`src/hw/rtl/cfdsh_pkg.sv`:
```
package cfdsh_pkg;

  localparam logic [31:0] MmC1 = 32'hcc9e2d51;
  localparam logic [31:0] MmC2 = 32'h1b873593;
  localparam logic [31:0] MmN  = 32'he6546b64;
  localparam logic [31:0] MmF1 = 32'h85ebca6b;
  localparam logic [31:0] MmF2 = 32'hc2b2ae35;

  typedef enum logic [1:0] {
    MUL_K_C1,
    MUL_ROT_C2,
    MUL_FMIX1,
    MUL_FMIX2
  } mul_sel_e;

  typedef struct packed {
    logic     take;
    logic     mul_en;
    mul_sel_e mul_sel;
    logic     m_body;
    logic     m_tail;
    logic     ld_k_part;
    logic     oat_fin;
    logic     out_load;
  } dp_cmd_t;

  typedef struct packed {
    logic [1:0] pos;
  } dp_status_t;

  function automatic logic [7:0] fold_case(input logic [7:0] b);
    logic [7:0] r;
    r = b;
    if (b >= 8'h41 && b <= 8'h5a) begin
      r = b + 8'h20;
    end
    return r;
  endfunction

  function automatic logic [31:0] oat_step(input logic [31:0] h, input logic [7:0] f);
    logic [31:0] a;
    a = h + {{24{f[7]}}, f};
    a = a + (a << 10);
    a = a ^ (a >> 6);
    return a;
  endfunction

  function automatic logic [31:0] oat_final(input logic [31:0] h);
    logic [31:0] a;
    a = h + (h << 3);
    a = a ^ (a >> 11);
    a = a + (a << 15);
    if (a < 32'd2) begin
      a = a + 32'd2;
    end
    return a;
  endfunction

endpackage

```
`src/hw/rtl/cfdsh_datapath.sv`:
```
module cfdsh_datapath
  import cfdsh_pkg::*;
(
  input  logic        clk_i,
  input  logic        rst_ni,
  input  dp_cmd_t     cmd_i,
  output dp_status_t  status_o,
  input  logic [7:0]  data_byte_i,
  input  logic        byte_present_i,
  output logic [31:0] one_at_a_time_hash_o,
  output logic [31:0] murmur_hash_o
);

  logic [31:0] oat_q, m_q, count_q, k_q, prod_q, out_oat_q, out_mm_q;
  logic [23:0] part_q;
  logic [7:0]  fold;
  logic [31:0] mul_a, mul_b, mix_x, body_h;
  logic [31:0] mul_lo;

  assign fold = fold_case(data_byte_i);
  assign status_o.pos = count_q[1:0];
  assign mix_x = m_q ^ count_q;
  assign body_h = {m_q[18:0] ^ prod_q[18:0], m_q[31:19] ^ prod_q[31:19]};

  always_comb begin
    unique case (cmd_i.mul_sel)
      MUL_K_C1: begin
        mul_a = k_q;
        mul_b = MmC1;
      end
      MUL_ROT_C2: begin
        mul_a = {prod_q[16:0], prod_q[31:17]};
        mul_b = MmC2;
      end
      MUL_FMIX1: begin
        mul_a = mix_x ^ (mix_x >> 16);
        mul_b = MmF1;
      end
      MUL_FMIX2: begin
        mul_a = prod_q ^ (prod_q >> 13);
        mul_b = MmF2;
      end
      default: begin
        mul_a = k_q;
        mul_b = MmC1;
      end
    endcase
  end

  assign mul_lo = mul_a * mul_b;

  always_ff @(posedge clk_i or negedge rst_ni) begin
    if (!rst_ni) begin
      oat_q   <= '0;
      m_q     <= '0;
      part_q  <= '0;
      count_q <= '0;
    end else if (cmd_i.out_load) begin
      oat_q   <= '0;
      m_q     <= '0;
      part_q  <= '0;
      count_q <= '0;
    end else begin
      if (cmd_i.take && byte_present_i) begin
        oat_q   <= oat_step(oat_q, fold);
        count_q <= count_q + 32'd1;
        unique case (count_q[1:0])
          2'd0: part_q[7:0]   <= fold;
          2'd1: part_q[15:8]  <= fold;
          2'd2: part_q[23:16] <= fold;
          2'd3: part_q        <= '0;
          default: part_q     <= '0;
        endcase
      end
      if (cmd_i.oat_fin) begin
        oat_q <= oat_final(oat_q);
      end
      if (cmd_i.m_body) begin
        m_q <= (body_h << 2) + body_h + MmN;
      end else if (cmd_i.m_tail) begin
        m_q <= m_q ^ prod_q;
      end
    end
  end

  always_ff @(posedge clk_i) begin
    if (cmd_i.take) begin
      k_q <= {fold, part_q};
    end else if (cmd_i.ld_k_part) begin
      k_q <= {8'd0, part_q};
    end
    if (cmd_i.mul_en) begin
      prod_q <= mul_lo;
    end
    if (cmd_i.out_load) begin
      out_oat_q <= oat_q;
      out_mm_q  <= prod_q ^ (prod_q >> 16);
    end
  end

  assign one_at_a_time_hash_o = out_oat_q;
  assign murmur_hash_o        = out_mm_q;

endmodule

```
`src/hw/rtl/cfdsh_ctrl.sv`:
```
module cfdsh_ctrl
  import cfdsh_pkg::*;
(
  input  logic       clk_i,
  input  logic       rst_ni,
  input  logic       in_valid_i,
  output logic       in_ready_o,
  input  logic       byte_present_i,
  input  logic       last_i,
  output logic       out_valid_o,
  input  logic       out_ready_i,
  input  dp_status_t status_i,
  output dp_cmd_t    cmd_o
);

  localparam logic [2:0] S_IDLE = 3'd0;
  localparam logic [2:0] S_MIX1 = 3'd1;
  localparam logic [2:0] S_MIX2 = 3'd2;
  localparam logic [2:0] S_MIX3 = 3'd3;
  localparam logic [2:0] S_FIN  = 3'd4;
  localparam logic [2:0] S_FMX1 = 3'd5;
  localparam logic [2:0] S_FMX2 = 3'd6;
  localparam logic [2:0] S_DONE = 3'd7;

  logic [2:0] state_q, state_d;
  logic       last_q, last_d, tail_q, tail_d, out_valid_q, out_valid_d;
  logic       accept;

  assign in_ready_o  = (state_q == S_IDLE);
  assign accept      = in_valid_i && in_ready_o;
  assign out_valid_o = out_valid_q;

  always_comb begin
    state_d = state_q;
    last_d  = last_q;
    tail_d  = tail_q;
    cmd_o   = '0;
    cmd_o.mul_sel = MUL_K_C1;
    unique case (state_q)
      S_IDLE: begin
        if (accept) begin
          cmd_o.take = 1'b1;
          last_d     = last_i;
          tail_d     = 1'b0;
          if (byte_present_i && status_i.pos == 2'd3) begin
            state_d = S_MIX1;
          end else if (last_i) begin
            state_d = S_FIN;
          end
        end
      end
      S_MIX1: begin
        cmd_o.mul_en  = 1'b1;
        cmd_o.mul_sel = MUL_K_C1;
        state_d       = S_MIX2;
      end
      S_MIX2: begin
        cmd_o.mul_en  = 1'b1;
        cmd_o.mul_sel = MUL_ROT_C2;
        state_d       = S_MIX3;
      end
      S_MIX3: begin
        cmd_o.m_tail = tail_q;
        cmd_o.m_body = !tail_q;
        if (tail_q) begin
          state_d = S_FMX1;
        end else if (last_q) begin
          state_d = S_FIN;
        end else begin
          state_d = S_IDLE;
        end
      end
      S_FIN: begin
        if (status_i.pos != 2'd0) begin
          cmd_o.ld_k_part = 1'b1;
          tail_d          = 1'b1;
          state_d         = S_MIX1;
        end else begin
          state_d = S_FMX1;
        end
      end
      S_FMX1: begin
        cmd_o.mul_en  = 1'b1;
        cmd_o.mul_sel = MUL_FMIX1;
        cmd_o.oat_fin = 1'b1;
        state_d       = S_FMX2;
      end
      S_FMX2: begin
        cmd_o.mul_en  = 1'b1;
        cmd_o.mul_sel = MUL_FMIX2;
        state_d       = S_DONE;
      end
      S_DONE: begin
        if (!out_valid_q || out_ready_i) begin
          cmd_o.out_load = 1'b1;
          state_d        = S_IDLE;
        end
      end
      default: state_d = S_IDLE;
    endcase
    out_valid_d = cmd_o.out_load || (out_valid_q && !out_ready_i);
  end

  always_ff @(posedge clk_i or negedge rst_ni) begin
    if (!rst_ni) begin
      state_q     <= S_IDLE;
      last_q      <= 1'b0;
      tail_q      <= 1'b0;
      out_valid_q <= 1'b0;
    end else begin
      state_q     <= state_d;
      last_q      <= last_d;
      tail_q      <= tail_d;
      out_valid_q <= out_valid_d;
    end
  end

endmodule

```
`src/hw/rtl/case_folding_dual_string_hash_unit.sv`:
```
// Channel  Handshake              Beat payload
// in       in_valid_i/in_ready_o  data_byte_i, byte_present_i, last_i
// out      out_valid_o/out_ready_i one_at_a_time_hash_o, murmur_hash_o
//
// Every fourth byte beat also runs a chunk mix (two passes through
// the one shared 32x32 multiplier, then one accumulate step).
// A last beat adds finalization: FIN, a tail mix if a partial tail chunk remains,
// then FMX1, FMX2 and DONE; a chunk mix and a tail mix never fall on one beat.
// rst_ni and each result clear the running hashes, byte count and partial chunk.
// A finished result waits in the output register while new beats are taken;
// only the next finalization stalls until that result is taken.
module case_folding_dual_string_hash_unit
  import cfdsh_pkg::*;
(
  input  logic        clk_i,
  input  logic        rst_ni,
  input  logic        in_valid_i,
  output logic        in_ready_o,
  input  logic [7:0]  data_byte_i,
  input  logic        byte_present_i,
  input  logic        last_i,
  output logic        out_valid_o,
  input  logic        out_ready_i,
  output logic [31:0] one_at_a_time_hash_o,
  output logic [31:0] murmur_hash_o
);

  dp_cmd_t    cmd;
  dp_status_t status;

  cfdsh_ctrl u_ctrl (
    .clk_i          (clk_i),
    .rst_ni         (rst_ni),
    .in_valid_i     (in_valid_i),
    .in_ready_o     (in_ready_o),
    .byte_present_i (byte_present_i),
    .last_i         (last_i),
    .out_valid_o    (out_valid_o),
    .out_ready_i    (out_ready_i),
    .status_i       (status),
    .cmd_o          (cmd)
  );

  cfdsh_datapath u_datapath (
    .clk_i                (clk_i),
    .rst_ni               (rst_ni),
    .cmd_i                (cmd),
    .status_o             (status),
    .data_byte_i          (data_byte_i),
    .byte_present_i       (byte_present_i),
    .one_at_a_time_hash_o (one_at_a_time_hash_o),
    .murmur_hash_o        (murmur_hash_o)
  );

  a_oat_floor: assert property (@(posedge clk_i) disable iff (!rst_ni)
    out_valid_o |-> (one_at_a_time_hash_o >= 32'd2))
    else $error("one-at-a-time result below floor");

  a_skip_beat: assert property (@(posedge clk_i) disable iff (!rst_ni)
    (in_valid_i && in_ready_o && !byte_present_i && !last_i) |=> in_ready_o)
    else $error("empty non-last beat stalled input");

  a_last_busy: assert property (@(posedge clk_i) disable iff (!rst_ni)
    (in_valid_i && in_ready_o && last_i) |=> !in_ready_o)
    else $error("input taken during finalization");

endmodule
```
`config.mk`:
```
export PLATFORM = sky130hd
export DESIGN_NAME = case_folding_dual_string_hash_unit
export DESIGN_NICKNAME = d
export VERILOG_FILES = /design/src/hw/rtl/cfdsh_pkg.sv /design/src/hw/rtl/cfdsh_datapath.sv /design/src/hw/rtl/cfdsh_ctrl.sv /design/src/hw/rtl/case_folding_dual_string_hash_unit.sv
export SDC_FILE = /design/constraint.sdc
export NUM_CORES = 2
export LEC_CHECK = 0
export BUFFER_PORTS_ARGS = -buffer_cell sky130_fd_sc_hd__buf_2
export CAP_MARGIN = 15
export CORE_MARGIN = 4
export CORE_UTILIZATION = 40
export CTS_CLUSTER_DIAMETER = 50
export CTS_CLUSTER_SIZE = 25
export DETAILED_ROUTE_END_ITERATION = 10
export PLACE_DENSITY = 0.56
export SETUP_SLACK_MARGIN = 0.4
export SKIP_CTS_REPAIR_TIMING = 1
export SYNTH_ARGS = -nofsm -noshare
export SYNTH_HDL_FRONTEND = slang
export SYNTH_HIERARCHICAL = 1
export SYNTH_SLANG_ARGS = --single-unit
```
`constraint.sdc`:
```
create_clock -name clk_i -period 21 [get_ports clk_i]
set_clock_uncertainty 0.05 [all_clocks]
set_input_delay 1.05 -clock clk_i [delete_from_list [all_inputs] [get_ports clk_i]]
set_output_delay 1.05 -clock clk_i [all_outputs]
set_load 0.1 [all_outputs]
```
Word-level counts from Yosys, hierarchy flattened

Cells that the tools add are included.
Widths: inputs -> output; s select.

Logic and storage cells: 120
Bits in registers: 254

Equal/unequal tests: 17
Multipliers: 1
Bitwise gates (word level): 9
Magnitude comparators: 3
Add/sub/neg operators: 9
Mux-type cells: 39
Reduce and logical (&&, ||, !) cells: 28

Operator list:

| kind                   | number |
|---|---|
| $mux 32                | 11 |
| $pmux 32 s4            | 2 |
| $add 32x32->32         | 5 |
| $xor 32x16->32         | 2 |
| $xor 32x32->32         | 2 |
| $mux 24                | 2 |
| $pmux 8 s2             | 3 |
| $add 32x1->32 const B  | 1 |
| $add 32x2->32 const B  | 1 |
| $add 32x32->32 const B | 1 |
| $lt 32x2->1 const B    | 1 |
| $mul 32x32->32         | 1 |
| $xor 32x19->32         | 1 |
| $xor 32x21->32         | 1 |
| $xor 32x26->32         | 1 |
| $pmux 3 s8             | 1 |
| $mux 3                 | 7 |
| $xor 19x19->19         | 1 |
| $reduce_bool 3->1      | 5 |
| $xor 13x13->13         | 1 |
| $eq 3x3->1 const B     | 4 |
| $pmux 3 s4             | 1 |
| $mux 1                 | 9 |
| $add 8x6->8 const B    | 1 |
| 20 further kinds       | 41 |

Logic depth before layout (Yosys ltp)

Depth after elaboration: 9
Depth in mapped cells: 40
Gate-level depth less buffers: 36

Hierarchy

The synthesis kept the hierarchy.

Modules (own cells, without submodules):

| module         | area an instance (um^2) | cells an instance | instances |
|---|---|---|---|
| cfdsh_datapath | 32,967.9                | 3,513             | 1 |
| cfdsh_ctrl     | 437.9                   | 49                | 1 |

Worst setup path after synthesis

No wires, ideal clock.

Path type: register to register
From: register u_ctrl.state_q[0]
To: register u_datapath.prod_q[31], data pin
Stages on the path, launching flop included: 37
Arrival time: 10.264 ns
Slack: 10.426 ns
Cell sequence: dfrtp_1 buf_6 xor2_1 and2_1 inv_1 ha_1 buf_2 buf_2 buf_2 buf_2 buf_1 a21oi_1 inv_1 nor2_1 fa_1 fa_1 fa_1 inv_1 fa_1 inv_1 ha_1 ha_1 fa_1 inv_1 fa_1 inv_1 ha_1 a21o_1 a21o_1 a211o_1 o21ai_0 a21oi_1 a311o_1 o41ai_2 o221ai_1 a31oi_1 xnor2_1

RTL lines:

| element                | line                 | RTL |
|---|---|---|
| from (decl)            | cfdsh_ctrl.sv:25     | `logic [2:0] state_q, state_d;` |
| from (signal assigned) | cfdsh_ctrl.sv:111    | `state_q <= state_d;` |
| to (signal assigned)   | cfdsh_datapath.sv:93 | `prod_q <= mul_lo;` |
| to (decl)              | cfdsh_datapath.sv:14 | `logic [31:0] oat_q, m_q, count_q, k_q, prod_q, out_oat_q, out_mm_q;` |

==> key figures <==
Worst setup path
  – CP startpoint: u_ctrl/state_q[0]$_DFFE_PN0P_
  – Reg2reg end: u_datapath/prod_q[30]$_DFFE_PP_
  – Critical R2R Launch: u_ctrl/state_q[0]$_DFFE_PN0P_
  – Worst path required time: 21.29 ns
  – Critical path class: reg2reg
  – Startpoint types: flop
  – CP max-delay cell: o21ai_0
  – Top cell by count, worst path: inv_1
  – Crit path DAT: 10.78 ns
  – CP max stage delay: 0.67 ns
  – Register-to-register setup slack: 10.50 ns
  – FF-to-FF path depth: 34
  – CP Max Fanout: 47
  – Crit end category: flop

GRT
  – Vias in the first global route: 25.45k
  – Initial antenna violation count: 2
  – Largest net degree at the start of global routing: 70
  – GRT Residual Overflow: 0
  – GR Util All Layers: 24.08%
  – Global-route wire length before repair: 161.0 mm

Logic synthesis
  – Post-synth top area share: 24.21%
  – Number of flops mapped to enable cells by yosys: 128
  – Ys Warns: 6
  – FF+latch count, synth: 254
  – Post-Synth XOR/XNOR Area: 11.27%
  – Synth Instances: 3562
  – Main combinational cell family by area after synthesis: adder cells
  – Adder-Cell Fraction of Synth Area: 35.22%
  – Simple-gate share of the synthesized area: 11.32%
  – Sequential-to-total area share from yosys stat: 20.94%
  – Most frequent cell after synthesis: inv_1
  – Unique cell type count in the Yosys netlist: 96
  – Synth Flop Type: edfxtp_1
  – Post-synthesis average cell area: 9.378 µm²
  – Largest area contributor in the netlist: fa_1
  – Syn nets: 4274
  – Mapped Area: 0.03341 mm²
  – Commonest cells in the netlist: inv_1, fa_1, ha_1, nand2_1, xnor2_1
  – Post-synth ARST share: 49.61%
  – Top cells by area, synth: fa_1, edfxtp_1, ha_1
  – Compound-Gate Fraction of Synth Area: 12.15%
  – Post-synthesis mux area share: 0.2884%

Placement
  – Placed Instance Area: 0.03495 mm²
  – Port Buffers: 79
  – DPL Wire Length: 88.18 mm
  – Routability congestion estimate: 0.9353

Floorplan
  – Initial Util: 40.55%
  – Core ar.: 0.08237 mm²
  – Row cnt: 105
  – Overall die area: 0.08820 mm²
  – Die H: 297.0 µm
  – Io pins: 80
  – Die Wd: 297.0 µm

Clock tree
  – Root Buffer: clkbuf_16
  – Reg clk slew, reported paths: 0.08 ns
  – Max Buffers Root-to-Sink: 3
  – Clock Latency Late Sink: 0.61 ns
  – CTS sink count: 254
  – H-Tree Depth: 1
  – CTS Buf Count: 30
  – TritonCTS clock tree: yes

Route
  – Drt drc: 0
  – Initial DRC count: 1950
  – Post-route ant nets: 0
  – WL/cell: 22.86 µm
  – DR vias/cell: 5.336
  – Via count: 24.96k
  – Initial DRT Pass Iterations: 6
  – Post-Route WL: 107.0 mm

STA
  – Worst Hold Slack: 0.3490 ns
  – Fmax achieved: 0.09528 GHz
  – Final Critical Period: 10.50 ns
  – Setup TNS: 0 ns
  – RSZ-0062 raised after global routing: false
  – Worst-Margin Slew: 1.235 ns
  – Final setup vio count: 0
  – Final Max Tran Viols: 0
  – Period utilization: 49.98%
  – Final Hold Viols: 0
  – Slew headroom: 17.68%

Hold path
  – Hold Crit Class: in2async

Run status
  – Run status: finished, final reports clean

Finish
  – Share of layout cells above drive strength 1: 6.210%
  – Final layout net count: 4295
  – Post-route cell area: 0.03608 mm²
  – Synth-to-layout area growth: 8.015%

Flow run
  – Max-Cap Viols: 0
[logic make-up (layout without fill, tap and decap cells)]
logic type / Yosys count / count (layout)
muxes: 9 / 9
xor gates and xnor gates: 416 / 416
AOI/OAI and AO/OA: 614 / 614
buffers and inverters: 770 / 815
and+or+nand+nor: 801 / 801
adders and majority gates: 698 / 698
other: 0 / 1
DFF: 254 / 254
[worst max-delay path: cells and delay by family (launching register included)]
kind	cells	cell delay [ns]
adder cells (fa/ha/maj)	10	4.10
AO/OA/AOI/OAI	8	2.55
AND/OR/NAND/NOR	6	1.39
buffers and inverters	9	1.34
flip-flops	1	0.65
XOR/XNOR	1	0.08
[metrics by stage]
stage               setup WS [ns]  util (%)  instances
global placement            10.80     42.43       4621
detailed placement          10.63     42.43       4621
finish                      10.50     43.81       4678
global route                9.918     43.81       4678
CTS                         10.57     43.80       4677
floorplan                   10.43         -       3562
[layer usage]
layer | share of wire (%) | GRT usage, %
met4 | 3.9 | 7.720
met1 | 43 | 32.90
met5 | 0 | 0
met3 | 7.6 | 5.065
met2 | 45 | 38.45
[registers in the layout, indices dropped and copies added (netlist names)]
name / flops
u_datapath/k_q: 32
u_ctrl/out_valid_o: 1
u_datapath/oat_q: 32
u_datapath/one_at_a_time_hash_o: 32
u_ctrl/last_q: 1
u_datapath/murmur_hash_o: 32
u_datapath/part_q: 24
u_datapath/m_q: 32
u_ctrl/state_q: 3
u_datapath/count_q: 32
u_datapath/prod_q: 32
u_ctrl/tail_q: 1
[worst max-delay path by stage]
stage | end | slack (ns)
after floorplan | u_datapath/prod_q[31]$_DFFE_PP_ | 10.43
after global placement | u_datapath/prod_q[30]$_DFFE_PP_ | 10.80
after detailed placement | u_datapath/prod_q[30]$_DFFE_PP_ | 10.63
after CTS | u_datapath/prod_q[30]$_DFFE_PP_ | 10.57
after global routing | u_datapath/prod_q[30]$_DFFE_PP_ | 9.92
final | u_datapath/prod_q[30]$_DFFE_PP_ | 10.50
[layout make-up]
cell class / instances / area (µm²)
repair buffers: 116 / 679.4
clock buffers: 32 / 789.5
clock inverters: 24 / 340.3
flip-flops and latches: 254 / 6997
multi-input cells: 2538 / 23520
fillers: 8140 / 46290
inverters: 643 / 2414
well taps: 1070 / 1339
diodes: 1 / 2.502
[layout by cell type, fill, tap and decap left out, types with 17 or more instances in the layout]
cell type / count
inv_1: 640
fa_1: 404
ha_1: 289
nand2_1: 276
xnor2_1: 244
nor2_1: 232
a21oi_1: 177
xor2_1: 162
edfxtp_1: 128
dfrtp_1: 126
o21ai_0: 105
buf_2: 78
and2_1: 76
a211oi_1: 59
a21o_1: 55
nand2b_1: 49
buf_4: 37
o21a_1: 32
clkbuf_16: 31
nand3_1: 28
nor3_1: 27
and3_1: 21
nor2b_1: 20
o21bai_1: 20
a221o_1: 17
Power is not shown: default switching activity piles up to over one toggle a cycle in this logic, so the estimate is an artifact.
